<file path="src/design/tlsc_pkg.sv">
// ----------------------------------------------------------------------------
// Texture level size package
// Payload types, format table and sizing constants for the level size unit.
// ----------------------------------------------------------------------------
package tlsc_pkg;

   localparam int MAX_LOG2_DIM = 14;
   localparam int NUM_FORMATS  = 25;
   localparam int BLOCK_LOG2   = 2;

   localparam int CODE_W  = 5;
   localparam int DIM_W   = 15;
   localparam int DEPTH_W = 12;
   localparam int LEVEL_W = 5;
   localparam int ROW_W   = 19;
   localparam int LAYER_W = 44;
   localparam int CHAIN_W = 4;
   localparam int BPB_W   = 5;

   typedef struct packed {
      logic [CODE_W-1:0]  format_code;
      logic [DIM_W-1:0]   base_width;
      logic [DIM_W-1:0]   base_height;
      logic [DEPTH_W-1:0] base_depth;
      logic [LEVEL_W-1:0] level_index;
   } req_type;

   typedef struct packed {
      logic [ROW_W-1:0]   row_bytes;
      logic [LAYER_W-1:0] layer_bytes;
      logic [CHAIN_W-1:0] chain_levels;
      logic               depth_stencil_flag;
      logic               compressed_flag;
      logic               unsupported_flag;
   } rsp_type;

   typedef struct packed {
      logic [BPB_W-1:0] bpb;
      logic             cmp;
      logic             ds;
   } fmt_type;

   function automatic fmt_type fmt_lookup(input logic [CODE_W-1:0] code);
      fmt_type f;
      f = '{bpb: BPB_W'(1), cmp: 1'b0, ds: 1'b0};
      case (code)
         5'd1:  f.bpb = BPB_W'(1);
         5'd2, 5'd3, 5'd4, 5'd6: f.bpb = BPB_W'(2);
         5'd5, 5'd7, 5'd8, 5'd9, 5'd11, 5'd15, 5'd16, 5'd17: f.bpb = BPB_W'(4);
         5'd10, 5'd13: f.bpb = BPB_W'(8);
         5'd12, 5'd14: f.bpb = BPB_W'(16);
         5'd18, 5'd19: f = '{bpb: BPB_W'(8), cmp: 1'b1, ds: 1'b0};
         5'd20: f = '{bpb: BPB_W'(16), cmp: 1'b1, ds: 1'b0};
         5'd21: f = '{bpb: BPB_W'(2), cmp: 1'b0, ds: 1'b1};
         5'd22: f = '{bpb: BPB_W'(3), cmp: 1'b0, ds: 1'b1};
         5'd23, 5'd24: f = '{bpb: BPB_W'(4), cmp: 1'b0, ds: 1'b1};
         default: f = '{bpb: BPB_W'(1), cmp: 1'b0, ds: 1'b0};
      endcase
      return f;
   endfunction

endpackage

</file>
<file path="src/design/texture_level_size_calc_unit.sv">
// ----------------------------------------------------------------------------
// Texture level size calculation unit
// Row and layer byte counts of one mip level, with chain length and format
// flags, computed in a four-stage pipeline.
// ----------------------------------------------------------------------------
// Usage:
//   A query is transferred at a rising edge with start high and busy low.
//   busy is held low: a new query may be transferred in every cycle.
//   The result appears on rsp_item with strobe high for exactly one cycle;
//   the receiver cannot stall, so nothing is held back and results leave
//   in query order.
//   Throughput is one query per cycle; latency is set by the chain of
//   stages: table lookup and level shift, width by height multiply,
//   multiply by depth, multiply by bytes per block.
//   Synchronous reset drops every query in flight; no strobe follows it
//   until new queries are transferred.
// ----------------------------------------------------------------------------
module texture_level_size_calc_unit
   import tlsc_pkg::*;
(
   input  logic    clock,
   input  logic    reset,
   input  logic    start,
   output logic    busy,
   input  req_type req_item,
   output logic    strobe,
   output rsp_type rsp_item
);

   localparam int BLK_W  = DIM_W - BLOCK_LOG2 + 1;
   localparam int AREA_W = 2 * DIM_W;
   localparam int VOL_W  = AREA_W + DEPTH_W;
   localparam int PROD_W = VOL_W + BPB_W;
   localparam int LVL_W  = 5;

   // stage 1
   logic                v1_ff;
   fmt_type             fmt1_ff;
   logic [DIM_W-1:0]    w1_ff, w1_in;
   logic [DIM_W-1:0]    h1_ff, h1_in;
   logic [DEPTH_W-1:0]  d1_ff, d1_in;
   logic                unsup1_ff;
   logic [CHAIN_W-1:0]  chain1_ff, chain1_in;
   fmt_type             fmt1_in;
   logic [DIM_W-1:0]    dims_or;
   logic [LVL_W-1:0]    levels_raw;

   // stage 2
   logic                v2_ff;
   fmt_type             fmt2_ff;
   logic [AREA_W-1:0]   area2_ff;
   logic [DEPTH_W-1:0]  d2_ff;
   logic                unsup2_ff;
   logic [CHAIN_W-1:0]  chain2_ff;
   logic [ROW_W-1:0]    row2_ff, row2_in;
   logic [DIM_W-1:0]    ma, mb;
   logic [BLK_W-1:0]    wb, hb;

   // stage 3
   logic                v3_ff;
   fmt_type             fmt3_ff;
   logic [VOL_W-1:0]    vol3_ff;
   logic                unsup3_ff;
   logic [CHAIN_W-1:0]  chain3_ff;
   logic [ROW_W-1:0]    row3_ff;

   // stage 4
   logic                v4_ff;
   rsp_type             rsp4_ff, rsp4_in;
   logic [PROD_W-1:0]   prod;

   always_comb begin
      fmt1_in = fmt_lookup(req_item.format_code);
      w1_in   = req_item.base_width >> req_item.level_index;
      h1_in   = req_item.base_height >> req_item.level_index;
      d1_in   = req_item.base_depth >> req_item.level_index;
      if (w1_in == '0) w1_in = DIM_W'(1);
      if (h1_in == '0) h1_in = DIM_W'(1);
      if (d1_in == '0) d1_in = DEPTH_W'(1);
      dims_or    = req_item.base_width | req_item.base_height;
      levels_raw = LVL_W'(1);
      for (int i = 1; i < DIM_W; i++) begin
         if (dims_or[i]) levels_raw = LVL_W'(i + 1);
      end
      if (levels_raw > LVL_W'(MAX_LOG2_DIM + 1)) levels_raw = LVL_W'(MAX_LOG2_DIM + 1);
      chain1_in = levels_raw[CHAIN_W-1:0];
   end

   always_comb begin
      wb = BLK_W'((DIM_W+1)'(w1_ff) + (DIM_W+1)'(3) >> BLOCK_LOG2);
      hb = BLK_W'((DIM_W+1)'(h1_ff) + (DIM_W+1)'(3) >> BLOCK_LOG2);
      ma = fmt1_ff.cmp ? DIM_W'(wb) : w1_ff;
      mb = fmt1_ff.cmp ? DIM_W'(hb) : h1_ff;
      row2_in = ROW_W'(ma) * ROW_W'(fmt1_ff.bpb);
   end

   always_comb begin
      prod = PROD_W'(vol3_ff) * PROD_W'(fmt3_ff.bpb);
      rsp4_in.row_bytes          = row3_ff;
      rsp4_in.layer_bytes        = unsup3_ff ? '0 : prod[LAYER_W-1:0];
      rsp4_in.chain_levels       = chain3_ff;
      rsp4_in.depth_stencil_flag = fmt3_ff.ds;
      rsp4_in.compressed_flag    = fmt3_ff.cmp;
      rsp4_in.unsupported_flag   = unsup3_ff;
   end

   always_ff @(posedge clock) begin
      if (reset) begin
         v1_ff <= 1'b0;
         v2_ff <= 1'b0;
         v3_ff <= 1'b0;
         v4_ff <= 1'b0;
      end else begin
         v1_ff <= start && !busy;
         v2_ff <= v1_ff;
         v3_ff <= v2_ff;
         v4_ff <= v3_ff;
      end
   end

   always_ff @(posedge clock) begin
      fmt1_ff   <= fmt1_in;
      w1_ff     <= w1_in;
      h1_ff     <= h1_in;
      d1_ff     <= d1_in;
      unsup1_ff <= fmt1_in.cmp && (req_item.base_depth > DEPTH_W'(1));
      chain1_ff <= chain1_in;

      fmt2_ff   <= fmt1_ff;
      area2_ff  <= AREA_W'(ma) * AREA_W'(mb);
      d2_ff     <= d1_ff;
      unsup2_ff <= unsup1_ff;
      chain2_ff <= chain1_ff;
      row2_ff   <= row2_in;

      fmt3_ff   <= fmt2_ff;
      vol3_ff   <= VOL_W'(area2_ff) * VOL_W'(d2_ff);
      unsup3_ff <= unsup2_ff;
      chain3_ff <= chain2_ff;
      row3_ff   <= row2_ff;

      rsp4_ff   <= rsp4_in;
   end

   assign busy     = 1'b0;
   assign strobe   = v4_ff;
   assign rsp_item = rsp4_ff;

   assert property (@(posedge clock) disable iff (reset) start |-> ##4 strobe)
      else $error("transfer lost in pipeline");

   assert property (@(posedge clock) disable iff (reset) strobe |-> $past(start, 4))
      else $error("result without a transferred query");

   assert property (@(posedge clock) disable iff (reset)
      strobe && rsp_item.unsupported_flag |->
         rsp_item.compressed_flag && (rsp_item.layer_bytes == '0))
      else $error("unsupported result carries a layer size");

endmodule
</file>
<file path="config.mk">
export PLATFORM = sky130hd
export DESIGN_NAME = texture_level_size_calc_unit
export DESIGN_NICKNAME = d
export VERILOG_FILES = /design/src/design/tlsc_pkg.sv /design/src/design/texture_level_size_calc_unit.sv
export SDC_FILE = /design/constraint.sdc
export NUM_CORES = 2
export LEC_CHECK = 0
export ABC_AREA = 1
export BUFFER_PORTS_ARGS = -buffer_cell sky130_fd_sc_hd__buf_2
export CAP_MARGIN = 40
export CORE_AREA = 2 2 289 291
export DETAILED_ROUTE_END_ITERATION = 8
export DIE_AREA = 0 0 291 293
export SLEW_MARGIN = 25
export SYNTH_ARGS = -nofsm -noshare
export SYNTH_HDL_FRONTEND = slang
export SYNTH_SLANG_ARGS = --single-unit
</file>
<file path="constraint.sdc">
create_clock -name clock -period 7.1 [get_ports clock]
set_clock_uncertainty 0.1 [all_clocks]
set_input_delay 0.71 -clock clock [delete_from_list [all_inputs] [get_ports clock]]
set_output_delay 0.71 -clock clock [all_outputs]
set_load 0.1 [all_outputs]
</file>
---- Word level (Yosys, flattened, before mapping) ----
Index checks and enable logic that the tools add are counted.
Widths: inputs -> output; s select.
storage, ports and cells
  memories kept ........................... 0
  flip-flop bits (word level) ............. 274
  bits in writable memories ............... 0
  input bits .............................. 55
  memory bits (read-only) ................. 0
  bits in latches ......................... 0
  logic and storage cells ................. 96
cells by class
  add/subtract/negate cells ............... 2
  div/mod/pow operators ................... 0
  bitwise operators ....................... 1
  reductions and logical operators ........ 10
  shift operators ......................... 3
  magnitude comparators ................... 2
  equal/unequal tests ..................... 23
  mux-type cells .......................... 18
  $mul .................................... 4
operators with widths
  cell                   number
  $mux 5                 13
  $eq 5x5->1 const B     9
  $mul 42x5->44          1
  $mul 30x12->42         1
  $eq 5x4->1 const B     8
  $add 15x2->16 const B  2
  $logic_not 15->1       2
  $mul 15x15->30         1
  $mux 15                2
  $shr 15x5->15          2
  $pmux 5 s5             1
  $eq 5x3->1 const B     4
  $mul 15x5->19          1
  $or 15x15->15          1
  $gt 12x1->1 const B    1
  $logic_not 12->1       1
  $shr 12x5->12          1
  $eq 5x2->1 const B     2
  $reduce_or 10->1       1
  $reduce_or 4->1        2
  $reduce_or 3->1        2
  $gt 5x4->1 const B     1
  $reduce_or 5->1        1
  $pmux 2 s2             1
  other kinds (2)        2

---- Logic depth before layout (Yosys ltp) ----
  depth after elaboration ................. 16
  depth in mapped cells ................... 36

---- Worst setup path before layout ----
No wires, ideal clock.
  path type ............................... register to register
  from .................................... register w1_ff[4]
  to ...................................... register area2_ff[29]
  arrival ................................. 5.784 ns
  buffers on the path ..................... 0
  setup slack ............................. 1.104 ns
  setup time .............................. 0.112 ns
  cell stages (with the launch flop) ...... 32
  data required time ...................... 6.888 ns
  cell sequence ........................... dfxtp_1 > inv_2 > nor3_4 > nand2_2 > nor2_4 > nand2_4 > nor2_4 > nand2_1 > nand3_1 > nand2_2 > inv_4 > nor2_1 > fa_1 > inv_1 > fa_1 > inv_1 > fa_1 > inv_1 > fa_1 > inv_1 > fa_1 > inv_1 > fa_1 > inv_1 > ha_1 > nand2_1 > nor2_1 > nand4_1 > o211ai_1 > nand3_1 > nand3_1 > nand2_1
between the ends
  cells in the longest elaborated chain, start to end .. 3
RTL lines
  item                    RTL line                             text
  from (decl)             texture_level_size_calc_unit.sv:39   logic [DIM_W-1:0] w1_ff, w1_in;
  from (signal assigned)  texture_level_size_calc_unit.sv:123  w1_ff <= w1_in;
  $add 15x2->16           texture_level_size_calc_unit.sv:90   wb = BLK_W'((DIM_W+1)'(w1_ff) + (DIM_W+1)'(3) >> BLOCK_LOG2);
  $mux 15 *               texture_level_size_calc_unit.sv:92   ma = fmt1_ff.cmp ? DIM_W'(wb) : w1_ff;
  $mul 15x15->30 *        texture_level_size_calc_unit.sv:130  area2_ff <= AREA_W'(ma) * AREA_W'(mb);
  to (signal assigned)    texture_level_size_calc_unit.sv:130
  to (decl)               texture_level_size_calc_unit.sv:51   logic [AREA_W-1:0] area2_ff;
Mark *: on every way between the ends. The rest lies on a longest branch, timed or not.
A chain may end at the register's enable or synchronous reset.

---- Worst setup path in the final report ----
  from .................................... register w1_ff[9]
  to ...................................... register area2_ff[29]
Same word-level chain as after synthesis.

==> results.cfg <==
[logic_synthesis]
synthTopCellsByCount = nand2_1 (1405), inv_1 (1058), fa_1 (603)
async_reset_ff_frac = 0
synth_flop_cell = dfxtp_1
synth_area_leaders = fa_1 (33%), dfxtp_1 (15%), nand2_1 (14%), inv_1 (11%), ha_1 (8.4%)
synth_edf_count = 0
avgSynthCellArea_um2 = 7.44
synth_top_area_share = 0.328
synth_most_common_cell = nand2_1
synth.net_count = 5847
synth_top_cell_by_area = fa_1
ys_seq_area_frac = 0.149
synth.distinct_cells = 55
ys_ff_latch = 274
synthCells = 4941
yosys_warnings = 0
netlist_area_um2 = 36800

[cells_and_area]
fin_nets = 5904
fill_cells = 8340
drive_gt1_frac = 0.0595
diodes = 0
fin_area_um2 = 39700
post-route-util = 0.485
finalNonFillerCells = 6092
areaGrowthSynthToFinish_pct = 7.84

[routing]
num_vias = 30700
drtIter0Drc = 1675
drc = 0
ant_nets = 0
vias_per_cell = 5.04
first_pass_iters = 6
wl_mm = 99.0
wl_per_cell_um = 16.3

[power_and_ir_drop]
cellLeakagePower_uw = 0.0217
clock_power_share = 0.257
internal_power_uw = 3770
p_total_uw = 7070
switching_share = 0.467
p_per_area_nw_per_um2 = 178
combPwrFrac = 0.440
p_sw_uw = 3300
ir_worst_vdd_mv = 0.237
seqPwrFrac = 0.302

[flow_run]
max_cap_viol_count = 0

[timing]
setup_viol = 0
worst_pin_slew_ns = 0.877
rsz0062_at_grt = false
timing.slew.headroom = 0.414
finalCritPeriodShare = 0.941
fmax_mhz = 150
setup-tns-final_ns = 0
finalMaxSlewViolations = 0
min_period_ns = 6.68
hold_viol = 0

[global_routing]
grt_pass1_wl_mm = 167
grt_overflow_total = 0
grt_max_degree = 47
grt_antenna_before_repair = 1
grt_pass1_vias = 32500
track_usage = 0.243

[setup_path]
cp-end-kind = flip-flop
critPathRequiredTime_ns = 7.48
arrival_ns = 7.06
worstPathMaxFanout = 10
slowest_delay_ns = 0.55
cp-start-kind = flip-flop
critical_path_class = reg -> reg
crit_path_top_delay_cell = fa_1

[clocking]
numCtsBuffers = 35
clk_latency_ns = 0.60
clkTransAtPathRegs_ns = 0.06
cts_sinks = 274
root_buffer = clkbuf_16
cts_tree = built
hold_buffers = 0
cts_htree_levels = 2
clk_path_buf_depth = 3

[die]
rows = 105
io_pins = 127
die-area_um2 = 85300
die_w_um = 291
dieHeight_um = 293
core_region_area_um2 = 81800
initial_core_util = 0.449

[placement]
dp_hpwl_mm = 82.2
dpl.cell_count = 6030
globalplace.congestion = 0.953
place_area_um2 = 38500
port_buffers = 125

[min_path]
min_path_type = reg -> reg

[outcome]
status = finished clean
sequential cells by signal (all words and copies together) (netlist names), 7 cells and up:
register	flops
row2_ff	19
fmt3_ff	7
rsp_item	70
fmt1_ff	7
d1_ff	12
h1_ff	15
d2_ff	12
w1_ff	15
vol3_ff	42
fmt2_ff	7
area2_ff	30
row3_ff	19
logic make-up after synthesis:
family	synth area share
AOI/OAI and AO/OA	0.0637
adders and majority gates	0.413
xor gates and xnor gates	0.0169
muxes	0.000272
DFF	0.149
and+or+nand+nor	0.229
buffers and inverters	0.129
other	0.000102
metrics by stage:
stage / hold slack, ns / setup WS [ns]
finish: 0.216 / 0.417
global route: 0.216 / 0.0323
CTS: 0.209 / 0.195
detailed placement: 0.212 / 0.247
global placement: 0.210 / 0.381
floorplan: 0.210 / 1.10
power groups by stage:
stage | clock [µW] | combinational, µW | sequential, µW
after CTS | 1880 | 3160 | 2140
after global routing | 1920 | 3510 | 2180
final | 1820 | 3110 | 2140
after global placement | 0 | 3110 | 2180
after detailed placement | 0 | 3130 | 2170
after floorplan | 0 | 1860 | 2500
worst paths after layout:
path	start	to	slack, ns	cells past startpoint
min reg2reg	fmt2_ff[3]	fmt3_ff[3]	0.22	0
max	w1_ff[9]	area2_ff[29]	0.42	27
max reg2reg	w1_ff[9]	area2_ff[29]	0.42	27
min	fmt2_ff[3]	fmt3_ff[3]	0.22	0
cell type report:
| type | instances | area (µm²) | share of cell area |
|---|---|---|---|
| clock buffer | 42 | 953 | 0.0240 |
| clock inverter | 19 | 219 | 0.00552 |
| inverter | 1077 | 4050 | 0.102 |
| multi-input combinational | 3434 | 26600 | 0.670 |
| sequential | 274 | 5490 | 0.138 |
| tap | 1070 | 1340 | 0.0338 |
| timing repair buffer | 176 | 1040 | 0.0262 |
routing by layer:
metal	part of all wire	vias to the layer above	GRT usage
li1	-	14800	-
met1	0.41	15000	0.290
met2	0.51	744	0.449
met3	0.046	190	0.0296
met4	0.037	0	0.0875
met5	0	-	0
cell usage in the layout, fill, tap and decap left out, drive strengths merged, types with 19 or more instances in the layout:
cell type / netlist / layout
nor3: 31 / 31
dfxtp: 274 / 274
xnor2: 19 / 19
fa: 603 / 603
inv: 1071 / 1081
xor2: 52 / 52
nand4: 24 / 24
nor2: 406 / 406
a21oi: 196 / 196
o21bai: 19 / 19
nand3: 185 / 185
buf: 46 / 176
o21ai: 133 / 133
ha: 248 / 248
clkbuf: 110 / 42
nand2: 1428 / 1428
timing repair:
item	4_1_cts	5_1_grt
setup endpoints to repair	0	6
gates resized for setup	0	3
buffers inserted	0	0
endpoints found under the hold margin	0	0
critical path: cells and delay by family, from the launching register on:
kind	cells	cell delay, ns
simple gates	11	1.50
fa+ha+maj	7	3.42
flops	1	0.40
compound gates	2	0.51
buf+inv	7	0.61
Note: power is estimated with default switching activity, not from simulation.
